## src/rfrx_pkg.sv

```systemverilog
// Shared types, constants and codes for the serial frame receiver and health monitor.
package rfrx_pkg;

    localparam int BUF_DEPTH = 32;
    localparam int BUF_AW    = $clog2(BUF_DEPTH);
    localparam int POS_W     = $clog2(BUF_DEPTH + 1);

    localparam logic [7:0]  START_BYTE      = 8'h05;
    localparam logic [7:0]  END_BYTE        = 8'h04;
    localparam logic [7:0]  ADDR_BYTE_RESET = 8'h68;
    localparam logic [15:0] TACHO_MIN_RESET = 16'd50;

    localparam logic [1:0] REG_ADDR_BYTE = 2'd0;
    localparam logic [1:0] REG_TACHO_MIN = 2'd1;
    localparam logic [1:0] REG_FAN_EN    = 2'd2;

    typedef enum logic [1:0] {
        OP_BYTE  = 2'd0,
        OP_PULSE = 2'd1,
        OP_TICK  = 2'd2,
        OP_READ  = 2'd3
    } t_op;

    typedef enum logic [1:0] {
        PH_IDLE = 2'd0,
        PH_ADDR = 2'd1,
        PH_DATA = 2'd2
    } t_phase;

    typedef struct packed {
        logic [7:0]  address_byte;
        logic [15:0] tacho_min;
        logic        fan_en;
    } t_cfg;

    typedef struct packed {
        logic byte_ev;
        logic pulse_ev;
        logic tick_ev;
    } t_event;

    typedef struct packed {
        t_phase             phase;
        logic [POS_W-1:0]   length;
        logic               overflow;
    } t_frame_status;

    typedef struct packed {
        logic        com_loss;
        logic        tacho_low;
        logic [15:0] fan_time;
        logic [15:0] period_count;
    } t_health_status;

endpackage

```

## src/rs485_frame_rx_and_health_monitor_core.sv

```systemverilog
// Serial frame receiver and health monitor: one item per cycle while results are taken.
// An accepted item updates framer, buffer and health state at the accepting edge; its
// result is valid in the next cycle from those registers and the buffer read port.
// Throughput is one item per cycle while the result side takes results; a stalled
// result holds the input side stalled. Synchronous active-low reset returns framer to
// idle, clears counters and flags, and restores register defaults; the buffer is not cleared.
module rs485_frame_rx_and_health_monitor_core import rfrx_pkg::*; (
    input  logic        i_clk,
    input  logic        i_rst_n,
    input  logic        psel,
    input  logic        penable,
    input  logic        pwrite,
    input  logic [3:0]  paddr,
    input  logic [31:0] pwdata,
    output logic [31:0] prdata,
    output logic        pready,
    input  logic        i_in_valid,
    output logic        o_in_stall,
    input  logic [1:0]  i_operation,
    input  logic [7:0]  i_rx_byte,
    input  logic [4:0]  i_read_index,
    output logic        o_out_valid,
    input  logic        i_out_stall,
    output logic        o_frame_done,
    output logic [5:0]  o_frame_length,
    output logic        o_overflow,
    output logic        o_link_loss,
    output logic        o_tacho_low,
    output logic [15:0] o_fan_time,
    output logic [15:0] o_tacho_period_count,
    output logic [7:0]  o_read_data
);

    t_cfg           cfg;
    t_event         ev;
    t_frame_status  frame_st;
    t_health_status health_st;
    logic           accept;
    logic           rd_ev;
    logic           done;
    logic           wr_en;
    logic [BUF_AW-1:0] wr_addr;
    logic [7:0]     wr_data;
    logic [7:0]     ram_q;
    logic           r_out_valid, n_out_valid;
    logic           r_done;
    logic           r_rd_sel;

    assign o_in_stall = r_out_valid & i_out_stall;
    assign accept     = i_in_valid & ~o_in_stall;

    assign ev.byte_ev  = accept && (i_operation == OP_BYTE);
    assign ev.pulse_ev = accept && (i_operation == OP_PULSE);
    assign ev.tick_ev  = accept && (i_operation == OP_TICK);
    assign rd_ev       = accept && (i_operation == OP_READ);

    rfrx_regs u_regs (
        .i_clk   (i_clk),
        .i_rst_n (i_rst_n),
        .psel    (psel),
        .penable (penable),
        .pwrite  (pwrite),
        .paddr   (paddr),
        .pwdata  (pwdata),
        .prdata  (prdata),
        .pready  (pready),
        .o_cfg   (cfg)
    );

    rfrx_framer u_framer (
        .i_clk          (i_clk),
        .i_rst_n        (i_rst_n),
        .i_byte_ev      (ev.byte_ev),
        .i_byte         (i_rx_byte),
        .i_address_byte (cfg.address_byte),
        .o_done         (done),
        .o_wr_en        (wr_en),
        .o_wr_addr      (wr_addr),
        .o_wr_data      (wr_data),
        .o_status       (frame_st)
    );

    rfrx_ram #(
        .WIDTH (8),
        .DEPTH (BUF_DEPTH)
    ) u_buf (
        .i_clk     (i_clk),
        .i_wr_en   (wr_en),
        .i_wr_addr (wr_addr),
        .i_wr_data (wr_data),
        .i_rd_en   (rd_ev),
        .i_rd_addr (BUF_AW'(i_read_index)),
        .o_rd_data (ram_q)
    );

    rfrx_health u_health (
        .i_clk    (i_clk),
        .i_rst_n  (i_rst_n),
        .i_ev     (ev),
        .i_cfg    (cfg),
        .o_status (health_st)
    );

    always_comb begin
        n_out_valid = r_out_valid;
        if (accept) begin
            n_out_valid = 1'b1;
        end else if (!i_out_stall) begin
            n_out_valid = 1'b0;
        end
    end

    always_ff @(posedge i_clk) begin
        if (!i_rst_n) begin
            r_out_valid <= 1'b0;
            r_done      <= 1'b0;
            r_rd_sel    <= 1'b0;
        end else begin
            r_out_valid <= n_out_valid;
            if (accept) begin
                r_done   <= done;
                r_rd_sel <= rd_ev && (int'(i_read_index) < BUF_DEPTH);
            end
        end
    end

    // state only moves on accept, so the live state is the held result
    assign o_out_valid          = r_out_valid;
    assign o_frame_done         = r_done;
    assign o_frame_length       = 6'(frame_st.length);
    assign o_overflow           = frame_st.overflow;
    assign o_link_loss          = health_st.com_loss;
    assign o_tacho_low          = health_st.tacho_low;
    assign o_fan_time           = health_st.fan_time;
    assign o_tacho_period_count = health_st.period_count;
    assign o_read_data          = r_rd_sel ? ram_q : 8'd0;

    a_accept_gives_result: assert property (@(posedge i_clk) disable iff (!i_rst_n)
        accept |=> o_out_valid)
        else $error("accepted item produced no result");

    a_length_in_range: assert property (@(posedge i_clk) disable iff (!i_rst_n)
        int'(frame_st.length) <= BUF_DEPTH)
        else $error("write position beyond buffer depth");

    a_done_leaves_idle: assert property (@(posedge i_clk) disable iff (!i_rst_n)
        (o_out_valid && o_frame_done) |-> (frame_st.phase == PH_IDLE))
        else $error("frame done reported while framer not idle");

    a_write_in_data_phase: assert property (@(posedge i_clk) disable iff (!i_rst_n)
        wr_en |-> (ev.byte_ev && frame_st.phase == PH_DATA))
        else $error("buffer write outside data phase");

endmodule

```

## src/rfrx_ram.sv

```systemverilog
// Generic single-port-write, single-port-read RAM with registered read.
module rfrx_ram #(
    parameter int WIDTH = 8,
    parameter int DEPTH = 32
) (
    input  logic                     i_clk,
    input  logic                     i_wr_en,
    input  logic [$clog2(DEPTH)-1:0] i_wr_addr,
    input  logic [WIDTH-1:0]         i_wr_data,
    input  logic                     i_rd_en,
    input  logic [$clog2(DEPTH)-1:0] i_rd_addr,
    output logic [WIDTH-1:0]         o_rd_data
);

    logic [WIDTH-1:0] r_mem [DEPTH];
    logic [WIDTH-1:0] r_rd_data;

    always_ff @(posedge i_clk) begin
        if (i_wr_en) begin
            r_mem[i_wr_addr] <= i_wr_data;
        end
        if (i_rd_en) begin
            r_rd_data <= r_mem[i_rd_addr];
        end
    end

    assign o_rd_data = r_rd_data;

endmodule

```

## src/rfrx_regs.sv

```systemverilog
// APB configuration registers: address byte, tacho minimum, fan timer enable.
module rfrx_regs import rfrx_pkg::*; (
    input  logic        i_clk,
    input  logic        i_rst_n,
    input  logic        psel,
    input  logic        penable,
    input  logic        pwrite,
    input  logic [3:0]  paddr,
    input  logic [31:0] pwdata,
    output logic [31:0] prdata,
    output logic        pready,
    output t_cfg        o_cfg
);

    t_cfg r_cfg;
    t_cfg n_cfg;
    logic wr_go;

    assign pready = 1'b1;
    assign wr_go  = psel & penable & pwrite;

    always_comb begin
        n_cfg = r_cfg;
        if (wr_go) begin
            unique case (paddr[3:2])
                REG_ADDR_BYTE: n_cfg.address_byte = pwdata[7:0];
                REG_TACHO_MIN: n_cfg.tacho_min    = pwdata[15:0];
                REG_FAN_EN:    n_cfg.fan_en       = pwdata[0];
                default:       n_cfg = r_cfg;
            endcase
        end
    end

    always_ff @(posedge i_clk) begin
        if (!i_rst_n) begin
            r_cfg.address_byte <= ADDR_BYTE_RESET;
            r_cfg.tacho_min    <= TACHO_MIN_RESET;
            r_cfg.fan_en       <= 1'b0;
        end else begin
            r_cfg <= n_cfg;
        end
    end

    always_comb begin
        unique case (paddr[3:2])
            REG_ADDR_BYTE: prdata = {24'd0, r_cfg.address_byte};
            REG_TACHO_MIN: prdata = {16'd0, r_cfg.tacho_min};
            REG_FAN_EN:    prdata = {31'd0, r_cfg.fan_en};
            default:       prdata = 32'd0;
        endcase
    end

    assign o_cfg = r_cfg;

endmodule

```

## src/rfrx_framer.sv

```systemverilog
// Idle/address/data framer with buffer write position and overflow flag.
module rfrx_framer import rfrx_pkg::*; (
    input  logic              i_clk,
    input  logic              i_rst_n,
    input  logic              i_byte_ev,
    input  logic [7:0]        i_byte,
    input  logic [7:0]        i_address_byte,
    output logic              o_done,
    output logic              o_wr_en,
    output logic [BUF_AW-1:0] o_wr_addr,
    output logic [7:0]        o_wr_data,
    output t_frame_status     o_status
);

    t_phase           r_phase, n_phase;
    logic [POS_W-1:0] r_pos, n_pos;
    logic             r_ovf, n_ovf;
    logic             buf_full;

    assign buf_full = (r_pos >= POS_W'(BUF_DEPTH));

    always_comb begin
        n_phase = r_phase;
        n_pos   = r_pos;
        n_ovf   = r_ovf;
        if (i_byte_ev) begin
            unique case (r_phase)
                PH_IDLE: begin
                    if (i_byte == START_BYTE) begin
                        n_phase = PH_ADDR;
                    end
                end
                PH_ADDR: begin
                    if (i_byte == i_address_byte) begin
                        n_phase = PH_DATA;
                        n_pos   = '0;
                        n_ovf   = 1'b0;
                    end else begin
                        n_phase = PH_IDLE;
                    end
                end
                PH_DATA: begin
                    if (i_byte == END_BYTE) begin
                        n_phase = PH_IDLE;
                    end else if (!buf_full) begin
                        n_pos = r_pos + 1'b1;
                    end else begin
                        // drop the byte, remember it for this frame
                        n_ovf = 1'b1;
                    end
                end
                default: n_phase = PH_IDLE;
            endcase
        end
    end

    always_comb begin
        o_done    = 1'b0;
        o_wr_en   = 1'b0;
        o_wr_addr = BUF_AW'(r_pos);
        o_wr_data = i_byte;
        if (i_byte_ev && r_phase == PH_DATA) begin
            o_done  = (i_byte == END_BYTE);
            o_wr_en = (i_byte != END_BYTE) && !buf_full;
        end
    end

    always_ff @(posedge i_clk) begin
        if (!i_rst_n) begin
            r_phase <= PH_IDLE;
            r_pos   <= '0;
            r_ovf   <= 1'b0;
        end else begin
            r_phase <= n_phase;
            r_pos   <= n_pos;
            r_ovf   <= n_ovf;
        end
    end

    assign o_status.phase    = r_phase;
    assign o_status.length   = r_pos;
    assign o_status.overflow = r_ovf;

endmodule

```

## src/rfrx_health.sv

```systemverilog
// Link activity, tacho rate and fan timer bookkeeping per period.
module rfrx_health import rfrx_pkg::*; (
    input  logic           i_clk,
    input  logic           i_rst_n,
    input  t_event         i_ev,
    input  t_cfg           i_cfg,
    output t_health_status o_status
);

    logic        r_byte_seen, n_byte_seen;
    logic [15:0] r_pulse_cnt, n_pulse_cnt;
    logic [15:0] r_last_pulses, n_last_pulses;
    logic [15:0] r_fan, n_fan;
    logic        r_com_loss, n_com_loss;
    logic        r_tacho_low, n_tacho_low;

    always_comb begin
        n_byte_seen   = r_byte_seen;
        n_pulse_cnt   = r_pulse_cnt;
        n_last_pulses = r_last_pulses;
        n_fan         = r_fan;
        n_com_loss    = r_com_loss;
        n_tacho_low   = r_tacho_low;
        if (i_ev.byte_ev) begin
            n_byte_seen = 1'b1;
        end
        // saturate the pulse count
        if (i_ev.pulse_ev && r_pulse_cnt != 16'hFFFF) begin
            n_pulse_cnt = r_pulse_cnt + 16'd1;
        end
        if (i_ev.tick_ev) begin
            n_com_loss    = ~r_byte_seen;
            n_byte_seen   = 1'b0;
            n_fan         = i_cfg.fan_en ? r_fan + 16'd1 : r_fan;
            // judge the period before the one just closed
            n_tacho_low   = (r_last_pulses < i_cfg.tacho_min);
            n_last_pulses = r_pulse_cnt;
            n_pulse_cnt   = '0;
        end
    end

    always_ff @(posedge i_clk) begin
        if (!i_rst_n) begin
            r_byte_seen   <= 1'b0;
            r_pulse_cnt   <= '0;
            r_last_pulses <= '0;
            r_fan         <= '0;
            r_com_loss    <= 1'b0;
            r_tacho_low   <= 1'b0;
        end else begin
            r_byte_seen   <= n_byte_seen;
            r_pulse_cnt   <= n_pulse_cnt;
            r_last_pulses <= n_last_pulses;
            r_fan         <= n_fan;
            r_com_loss    <= n_com_loss;
            r_tacho_low   <= n_tacho_low;
        end
    end

    assign o_status.com_loss     = r_com_loss;
    assign o_status.tacho_low    = r_tacho_low;
    assign o_status.fan_time     = r_fan;
    assign o_status.period_count = r_last_pulses;

endmodule
```

## config.mk

```make
export PLATFORM = sky130hd
export DESIGN_NAME = rs485_frame_rx_and_health_monitor_core
export DESIGN_NICKNAME = d
export VERILOG_FILES = /design/src/rfrx_pkg.sv /design/src/rs485_frame_rx_and_health_monitor_core.sv /design/src/rfrx_ram.sv /design/src/rfrx_regs.sv /design/src/rfrx_framer.sv /design/src/rfrx_health.sv
export SDC_FILE = /design/constraint.sdc
export NUM_CORES = 1
export LEC_CHECK = 0
export ABC_AREA = 1
export ABC_CLOCK_PERIOD_IN_PS = 2500
export BUFFER_PORTS_ARGS = -buffer_cell sky130_fd_sc_hd__buf_2
export CORE_MARGIN = 4
export CORE_UTILIZATION = 43
export CTS_CLUSTER_DIAMETER = 30
export CTS_CLUSTER_SIZE = 24
export DETAILED_ROUTE_END_ITERATION = 10
export SLEW_MARGIN = 20
export SYNTH_ARGS = -nofsm -noshare
export SYNTH_HDL_FRONTEND = slang
export SYNTH_SLANG_ARGS = --single-unit
```

## constraint.sdc

```tcl
create_clock -name i_clk -period 2.5 [get_ports i_clk]
set_clock_uncertainty 0.2 [all_clocks]
set_input_delay 0.5 -clock i_clk [delete_from_list [all_inputs] [get_ports i_clk]]
set_output_delay 0.5 -clock i_clk [all_outputs]
set_load 0.02 [all_outputs]
```

[After elaboration in Yosys (flattened, before gate mapping)]
Memories as Yosys holds them, arrays and structs flattened. A register that Yosys moved wholly into a read port is not among the register bits.
Index checks and enable logic that the tools add are counted.
Storage, ports and cells
  register bits: 88
  latch bits: 0
  RAM bits: 256
  bits in read-only memories: 0
  input port bits: 58
  output and inout bits: 85
  logic and storage cells: 87
  memories kept: 1
Memories
  u_buf.r_mem: words 32, bits a word 8, rd ports 1, clocked after memory_dff 1, wr ports 1, RTL line rfrx_ram.sv:15  | logic [WIDTH-1:0] r_mem [DEPTH];
Operators by class
  add/subtract/negate cells: 3
  multipliers: 0
  divide/modulo/power cells: 0
  magnitude comparators: 2
  equal/unequal tests: 19
  shifts and indexed selects: 0
  muxes and demuxes: 20
  bitwise operators: 7
  reduce and logical (&&, ||, !) cells: 20
Operators by type and width (count)
  one-hot mux 16 bit (3 select lines): 1
  adder 16 x 1 -> 16 bit, second input constant: 2
  two-way mux 6 bit: 3
  == test 8 x 3 -> 1 bit, second input constant: 2
  < comparator 16 bit: 1
  inequality test 16 bit, second input constant: 1
  one-hot mux 6 bit (2 select lines): 1
  AND reduction 5 bit: 2
  two-way mux 1 bit: 9
  == test 2 bit, second input constant: 4
  == test 8 bit: 1
  two-way mux 8 bit: 1
  inequality test 2 x 1 -> 1 bit, second input constant: 4
  inequality test 8 x 3 -> 1 bit, second input constant: 1
  AND reduction 2 bit: 4
  logical AND 1 bit: 7
  adder 6 x 1 -> 6 bit, second input constant: 1
  == test 2 x 1 -> 1 bit, second input constant: 3
  greater-or-equal comparator 6 bit, second input constant: 1
  zero test 2 bit: 3
  two-way mux 2 bit: 3
  inequality test 2 bit, second input constant: 3
  one-hot mux 2 bit (3 select lines): 1
  AND 1 bit: 4
  6 further kinds: 8

[Depth between registers and ports, before layout]
Gate-level depths: netlist of run 1.
  depth after elaboration: 8
  mapped depth: 11
  depth with buffers taken out: 11

[Modules after synthesis]
From an unflattened synthesis of run 1, not the netlist that was laid out.
Second synthesis, totals
  cells, all modules: 1709
  area total of the unflattened synthesis: 16019.1 sq um
By module, submodules not included
  rfrx_ram: times used 1, cells each 922, area an instance 10866.7 sq um, sequential area each 7927.6 sq um
  rfrx_health: times used 1, cells each 404, area an instance 2726.4 sq um, sequential area each 1021.0 sq um
  rfrx_regs: times used 1, cells each 204, area an instance 1343.8 sq um, sequential area each 500.5 sq um
  rfrx_framer: times used 1, cells each 140, area an instance 849.6 sq um, sequential area each 180.2 sq um
  rs485_frame_rx_and_health_monitor_core: times used 1, cells each 39, area an instance 232.7 sq um, sequential area each 60.1 sq um

[Worst setup path before layout of run 1]
No wires, ideal clock.
  kind: input to register
  from: input i_out_stall
  to: memory u_buf.r_mem[0][0], enable pin
  setup time: 0.371 ns
  arrival: 1.750 ns
  required time: 1.929 ns
  slack: 0.179 ns
  cell stages on the path: 5
  buffers on the path: 0
  cell sequence: nand2_2 -> nand2_2 -> nor3_4 -> nand4_1 -> nor2_1
Between the ends
  longest elaborated chain between the ends: 8
Ends and longest elaborated chain
  start: declaration: RTL line rs485_frame_rx_and_health_monitor_core.sv:23  | input logic i_out_stall,
  AND 1 bit: RTL line rs485_frame_rx_and_health_monitor_core.sv:49  | assign o_in_stall = r_out_valid & i_out_stall;
  NOT 1 bit: RTL line rs485_frame_rx_and_health_monitor_core.sv:50  | assign accept = i_in_valid & ~o_in_stall;
  AND 1 bit: RTL line rs485_frame_rx_and_health_monitor_core.sv:50
  logical AND 1 bit: RTL line rs485_frame_rx_and_health_monitor_core.sv:52  | assign ev.byte_ev = accept && (i_operation == OP_BYTE);
  logical AND 1 bit: RTL line rfrx_framer.sv:62  | if (i_byte_ev && r_phase == PH_DATA) begin
  two-way mux 1 bit: RTL line rfrx_framer.sv:62
  two-way mux 1 bit: RTL line rfrx_ram.sv:19  | if (i_wr_en) begin
  two-way mux 1 bit (not written as such): RTL line rfrx_ram.sv:20  | r_mem[i_wr_addr] <= i_wr_data;
  end: declaration: RTL line rfrx_ram.sv:15
Every way passes these cells.

[Worst setup path in the final report of run 1]
  from: register r_rd_sel
  to: output o_read_data[7]
Between the ends
  longest elaborated chain between the ends: 1
Ends and longest elaborated chain
  start: declaration: RTL line rs485_frame_rx_and_health_monitor_core.sv:47  | logic r_rd_sel;
  start signal: assignment: RTL line rs485_frame_rx_and_health_monitor_core.sv:122  | r_rd_sel <= rd_ev && (int'(i_read_index) < BUF_DEPTH);
  two-way mux 8 bit: RTL line rs485_frame_rx_and_health_monitor_core.sv:136  | assign o_read_data = r_rd_sel ? ram_q : 8'd0;
  end: declaration: RTL line rs485_frame_rx_and_health_monitor_core.sv:31  | output logic [7:0] o_read_data
Every way passes these cells.

==> results.toml, run 1 <==
[drt]
drc_violations_left = 0
ant_nets = 0
via_count = 11800
vias_per_cell = 5.11
avgRoutedWirePerCell_um = 17.5
firstDrtPassIters = 5
totalWireLength_um = 40300
dr.first_iter.drc_count = 812

[cts]
clkSlewWorstSetupHoldPaths_ps = 40
clock-sinks = 352
cts-root-to-sink-buffers = 3
cts_max_level = 3
clock_network_latency_to_the_later_pin_of_the_worst_skew_pair_ps = 590
cts_root_buffer = "sky130_fd_sc_hd__clkbuf_16"
post_cts_setup_bufs = 0
cts_made_buffers = 78
cts_tree = "yes"

[synth]
synthesized_instance_count = 1588
yosys_warnings = 0
cell_area_synth_sq_mm = 0.0154
synth.lib_cells_used.distinct = 40
yosys_most_used_dff = "sky130_fd_sc_hd__edfxtp_1"
synth_fa_ha_area_share_pct = 1.70
synth.yosys.seq_area_share_pct = 62.8
flop_and_latch_count_out_of_synthesis = 352
post_synth.cell_area_avg_sq_um = 9.72
synth_enable_flop_cells = 264
main_combinational_cell_family_by_area_after_synthesis = "simple AND/OR/NAND/NOR gates"
synth-xor-area-share_pct = 0.738
synth-simple-area-share_pct = 22.3
synth_mux_area_share_pct = 0
complex_gate_fraction_of_the_synthesized_area_pct = 6.65
synth_async_sr_flop_share_pct = 0

[timing]
max_slew.worst_pin.slew_ps = 660
max-slew-margin-rel_pct = 55.9
setup_viol = 0
fmax_mhz = 443
fin_tns_setup_ps = 0
slew_violations = 0
period_minus_slack_ps = 2260
period_share_pct = 90.3
rsz0062_at_grt = "false"
finalHoldViolCount = 0
final.setup.worst_slack_ps = 243

[global_route]
global_route.usage.total_pct = 20.7
grt_pass1_vias = 11500
grt_busiest_layer = "met2"
grt_util_met1_pct = 27.0
global_route.overflow_total = 0
met2_usage_pct = 34.4
grt_pass1_wl_um = 63100
grt_start_max_net_pins = 65
initial_antenna_violation_count = 2
groute.layer.met3.usage_pct = 5.12

[setup_path]
worstPathArrival_ps = 1560
critical-path-max-stage-delay_ps = 610
crit_type = "reg2out"
critical_path.slowest_cell = "sky130_fd_sc_hd__dfxtp_1"
r2r-start = "u_framer.r_phase[1]$_SDFFE_PN0P_"
worst_setup_end_kind = "output pin"
worst_setup_start_kind = "flop"
ff2ff_setup_slack_ps = 450
crit_path_cell_trace = "nand2_1 -> inv_1 -> buf_2"
r2r_end = "u_buf.r_mem[2][3]$_DFFE_PP_"
r2r_cells = 8
crit_path_max_fanout = 9
cp_endpoint = "o_read_data[7]"
crit_start = "r_rd_sel$_SDFFE_PN0P_"
worst_ep_required_time_ps = 1800

[final_layout]
antennaDiodeCount = 0
design.final.nets = 1855
synthToLayoutAreaGrowth_pct = 26.6
finalNonFillerCells = 2302
drive_above_1_share_pct = 18.0

[die]
fp.coreArea_sq_mm = 0.0355
initial_core_util_pct = 43.5
rows = 69
die_width_um = 197
design.portCount = 143
dieArea_sq_mm = 0.0390
chipHeight_um = 197

[pwr]
comb_power_share_pct = 4.8
power.net_switching_w = 0.00394
pwr-share-clk_pct = 58.6
power.internal_w = 0.0134
static-leakage-power_nw = 7.77
seqPwrFrac_pct = 36.6
switching_fraction_of_total_power_pct = 22.7
max-vdd-ir-drop_v = 0.000675
power_density_over_cell_area_mw_per_mm2 = 888

[hold_path]
whs_path_depth = 3
hold_class = "in2reg"

[place]
dp_hpwl_um = 26000
place.detailed.instances = 2148
gp_routability_congestion = 0.861
port_buffers = 107
pre_cts_slack_ps = 180

[outcome]
run_status = "finished, final reports clean"

[run]
max_cap_violations = 0
==> logic make-up after synthesis <==
logic type      after synthesis
flops                       352
xor+xnor                     13
fa+ha+maj                    21
other cells                   2
compound gates              195
simple gates                802
buf+inv                     203
==> power groups by stage <==
| stage | registers, W | logic (W) | clock network, W |
|---|---|---|---|
| floorplan | 0.00647 | 0.000474 | 0 |
| global placement | 0.00646 | 0.000806 | 0 |
| detailed placement | 0.00646 | 0.000819 | 0 |
| CTS | 0.00635 | 0.000836 | 0.0103 |
| global route | 0.00635 | 0.000925 | 0.0107 |
| finish | 0.00635 | 0.000833 | 0.0102 |
==> worst max-delay path: cells and delay by family (launching register included) <==
| kind | cells | cell delay, ps |
|---|---|---|
| buffers and inverters | 2 | 220 |
| DFF | 1 | 610 |
| and+or+nand+nor | 1 | 130 |
==> synth_stat cells (9+ instances only) <==
master                     instances  area [sq um]
sky130_fd_sc_hd__nor3_1           15          75.1
sky130_fd_sc_hd__a21oi_1         108           541
sky130_fd_sc_hd__dfxtp_1          88          1760
sky130_fd_sc_hd__nand2_1         428          1610
sky130_fd_sc_hd__ha_1             21           263
sky130_fd_sc_hd__nand4_1          13          81.3
sky130_fd_sc_hd__clkbuf_1         27           101
sky130_fd_sc_hd__buf_1            10          37.5
sky130_fd_sc_hd__inv_1           103           387
sky130_fd_sc_hd__nand3_1         203          1020
sky130_fd_sc_hd__xor2_1            9          78.8
sky130_fd_sc_hd__o21ai_0          64           320
sky130_fd_sc_hd__buf_2            35           175
sky130_fd_sc_hd__buf_4            24           180
sky130_fd_sc_hd__edfxtp_1        264          7930
sky130_fd_sc_hd__nor2_1          125           469
==> layout by cell type (no fill, tap or decap), types with 3 or more instances in the layout <==
cell type                       instances
sky130_fd_sc_hd__buf_12                 8
sky130_fd_sc_hd__xnor2_1                4
sky130_fd_sc_hd__o31ai_1                8
sky130_fd_sc_hd__dfxtp_1               88
sky130_fd_sc_hd__buf_2                106
sky130_fd_sc_hd__inv_2                  3
sky130_fd_sc_hd__clkbuf_8               5
sky130_fd_sc_hd__o21ai_0               64
sky130_fd_sc_hd__bufinv_16              7
sky130_fd_sc_hd__dlygate4sd3_1          9
sky130_fd_sc_hd__nand2_1              428
sky130_fd_sc_hd__inv_1                102
sky130_fd_sc_hd__nor2_1               125
sky130_fd_sc_hd__a21oi_1              108
sky130_fd_sc_hd__clkinvlp_4             6
sky130_fd_sc_hd__nand2_2                4
sky130_fd_sc_hd__o22ai_1                4
sky130_fd_sc_hd__buf_4                 66
sky130_fd_sc_hd__nor3_1                15
sky130_fd_sc_hd__clkinv_2              12
sky130_fd_sc_hd__nor2_2                 3
sky130_fd_sc_hd__conb_1                17
sky130_fd_sc_hd__o211ai_1               4
sky130_fd_sc_hd__edfxtp_1             264
sky130_fd_sc_hd__xor2_1                 9
sky130_fd_sc_hd__inv_6                  9
sky130_fd_sc_hd__clkinv_1               8
sky130_fd_sc_hd__clkbuf_16             81
sky130_fd_sc_hd__clkbuf_1               7
sky130_fd_sc_hd__ha_1                  21
sky130_fd_sc_hd__nand4_1               13
sky130_fd_sc_hd__clkinv_4               8
sky130_fd_sc_hd__nand3_1              203
==> registers in the layout, summed over array words and instances (netlist names) <==
| register | count |
|---|---|
| u_health.r_tacho_low | 1 |
| u_framer.r_pos | 6 |
| u_framer.r_phase | 2 |
| u_health.r_last_pulses | 16 |
| u_framer.r_ovf | 1 |
| r_rd_sel | 1 |
| u_health.r_pulse_cnt | 16 |
| u_buf.o_rd_data | 8 |
| u_health.r_com_loss | 1 |
| u_health.r_fan | 16 |
| u_buf.r_mem | 256 |
| u_regs.o_cfg | 25 |
| o_out_valid | 1 |
| u_health.r_byte_seen | 1 |
| o_frame_done | 1 |
==> final cells by class <==
type	instances	area [sq um]
Timing Repair Buffer	189	1280
Clock inverter	52	568
Multi-Input combinational cell	1048	4900
Sequential cell	352	9690
Fill cell	3106	15900
Tap cell	461	577
Clock buffer	93	2120
Inverter	107	403
==> metal layers <==
metal  routed length, um  share of wire [%]  vias to the layer above
li1                    -                  -                     5778
met1               17400                 43                     5552
met2               19400                 48                      365
met3                2710                6.7                       62
met4                 816                2.0                        0
met5                   0                  0                        -
==> what timing repair did <==
action,4_1_cts,5_1_grt
hold endpoints to repair,11,0
resized for setup,0,0
hold buffers,9,0
==> metrics by stage <==
step | power [W] | hold WS, ps | cell area (sq um) | utilization [%]
2_1_floorplan | 0.00694 | 207 | 15500 | -
3_3_place_gp | 0.00726 | 224 | 16800 | 47.2
3_5_place_dp | 0.00727 | 222 | 16800 | 47.2
4_1_cts | 0.0175 | 3.39 | 19500 | 55.1
5_1_grt | 0.0179 | 33.5 | 19500 | 55.1
6_report | 0.0174 | 20.2 | 19500 | 55.1
==> worst min-delay path by stage <==
stage                                            startpoint                          endpoint  slack [ps]
final                                             pwdata[9]     u_regs.o_cfg[10]$_SDFFE_PN0P_          20
after global placement    u_health.r_byte_seen$_SDFFE_PP0P_  u_health.r_com_loss$_SDFFE_PN0P_         220
after floorplan           u_health.r_byte_seen$_SDFFE_PP0P_  u_health.r_com_loss$_SDFFE_PN0P_         210
after detailed placement  u_health.r_byte_seen$_SDFFE_PP0P_  u_health.r_com_loss$_SDFFE_PN0P_         220
after CTS                                         pwdata[9]     u_regs.o_cfg[10]$_SDFFE_PN0P_           3
after global routing                              pwdata[9]     u_regs.o_cfg[10]$_SDFFE_PN0P_          30
(Power assumes the default switching activity.)
==> run 2, diff against run 1 <==
- REMOVE_ABC_BUFFERS: default -> 1
==> results.toml, run 2 (synthesis gave the netlist of run 1 again) <==
[outcome]
run_status = "finished, final reports clean"

[timing]
rsz0062_at_grt = "false"
slew_violations = 0
setup_viol = 0
max-slew-margin-rel_pct = 43.9
period_share_pct = 92.9
worst_hold_slack_ps = 23.9
max_slew.worst_pin.slew_ps = 839
period_minus_slack_ps = 2320
fmax_mhz = 431
finalHoldViolCount = 0

[global_route]
global_route.usage.total_pct = 20.5
global_route.overflow_total = 0
grt_pass1_vias = 11400
grt_pass1_wl_um = 62300
initial_antenna_violation_count = 1
grt_start_max_net_pins = 58

[drt]
vias_per_cell = 5.09
totalWireLength_um = 39900
avgRoutedWirePerCell_um = 17.4
ant_nets = 0
firstDrtPassIters = 5
via_count = 11600
dr.first_iter.drc_count = 874
drc_violations_left = 0

[die]
chipHeight_um = 197
initial_core_util_pct = 43.5
design.portCount = 143
dieArea_sq_mm = 0.0390
rows = 69
fp.coreArea_sq_mm = 0.0355
die_width_um = 197

[cts]
cts-root-to-sink-buffers = 3
clock-sinks = 352
clock_network_latency_to_the_later_pin_of_the_worst_skew_pair_ps = 570
cts_made_buffers = 79
cts_max_level = 3
cts_tree = "yes"
cts-resized-gates = 0
post_cts_setup_bufs = 0
cts_root_buffer = "sky130_fd_sc_hd__clkbuf_16"
cts_hold_repair.buffers = 7
clkSlewWorstSetupHoldPaths_ps = 50

[final_layout]
design.final.nets = 1837
finalCoreUtilization_pct = 54.7
layout.cells.most_common_list = "sky130_fd_sc_hd__nand2_1 (428), sky130_fd_sc_hd__edfxtp_1 (264), sky130_fd_sc_hd__nand3_1 (203), sky130_fd_sc_hd__nor2_1 (125), sky130_fd_sc_hd__a21oi_1 (108)"
finalNonFillerCells = 2286
largest_register_ffs = 256
antennaDiodeCount = 0
post_route_design_area_sq_mm = 0.0194
largest-register = "u_buf.r_mem"
most_common_cell_after_layout_fill_and_taps_aside = "sky130_fd_sc_hd__nand2_1"
drive_above_1_share_pct = 17.3
synthToLayoutAreaGrowth_pct = 25.8

[hold_path]
hold_class = "in2reg"

[setup_path]
worst_setup_start_kind = "flop"
worst_setup_end_kind = "flop"
worst_ep_required_time_ps = 2490
crit_path_max_fanout = 8
crit_type = "reg2reg"
worstPathArrival_ps = 2310

[pwr]
max-vdd-ir-drop_v = 0.000672
static-leakage-power_nw = 7.64
power_density_over_cell_area_mw_per_mm2 = 899

[place]
place.detailed.instances = 2131
dp_hpwl_um = 25500
dpl_cell_area_sq_mm = 0.0166
gp_routability_congestion = 0.830
port_buffers = 107

[run]
max_cap_violations = 0
run 2: path summary, 6_finish.rpt:
path	end	slack, ps	start	depth (start not counted)
max	u_buf.r_mem[14][6]$_DFFE_PP_	180	o_out_valid$_SDFFE_PN0P_	7
min	u_regs.o_cfg[11]$_SDFFE_PN0P_	20	pwdata[10]	3
max reg2reg	u_buf.r_mem[14][6]$_DFFE_PP_	180	o_out_valid$_SDFFE_PN0P_	7
min reg2reg	u_health.r_com_loss$_SDFFE_PN0P_	230	u_health.r_byte_seen$_SDFFE_PP0P_	1
run 2: where the power goes:
part / internal, W / total [W] / switching (W)
Combinational: 0.000253 / 0.000835 / 0.000582
Clock: 0.00693 / 0.0103 / 0.00333
Sequential: 0.00633 / 0.00635 / 0.0000236
Total: 0.0135 / 0.0174 / 0.00394
run 2: through the flow:
stage                     TNS (ps)  power, W  setup slack, ps
after floorplan              -5620   0.00685             -703
after global placement       -3160   0.00727            -83.6
after detailed placement     -8780   0.00728             -134
after CTS                        0    0.0176              120
after global routing             0    0.0180             33.9
final                            0    0.0174              177
run 2: layout make-up:
cell class                      count  area (sq um)
Tap cell                          461           577
Clock buffer                       97          2130
Inverter                          107           403
Sequential cell                   352          9690
Timing Repair Buffer              170          1130
Fill cell                        3146         16100
Clock inverter                     51           584
Multi-Input combinational cell   1048          4900
run 2: per-layer routing:
metal	track usage, %	wire length (um)
met3	5.27	3110
met2	33.8	19000
met1	26.0	16400
met4	8.14	1310
met5	0	8
run 2: critical path, stage by stage, from the launching register on:
cell	delay, ps
sky130_fd_sc_hd__dfxtp_1	320
sky130_fd_sc_hd__nand2_2	90
sky130_fd_sc_hd__nand2_2	80
sky130_fd_sc_hd__nor3_4	100
sky130_fd_sc_hd__buf_4	160
sky130_fd_sc_hd__nand4_1	100
sky130_fd_sc_hd__buf_4	220
sky130_fd_sc_hd__nor2_1	650
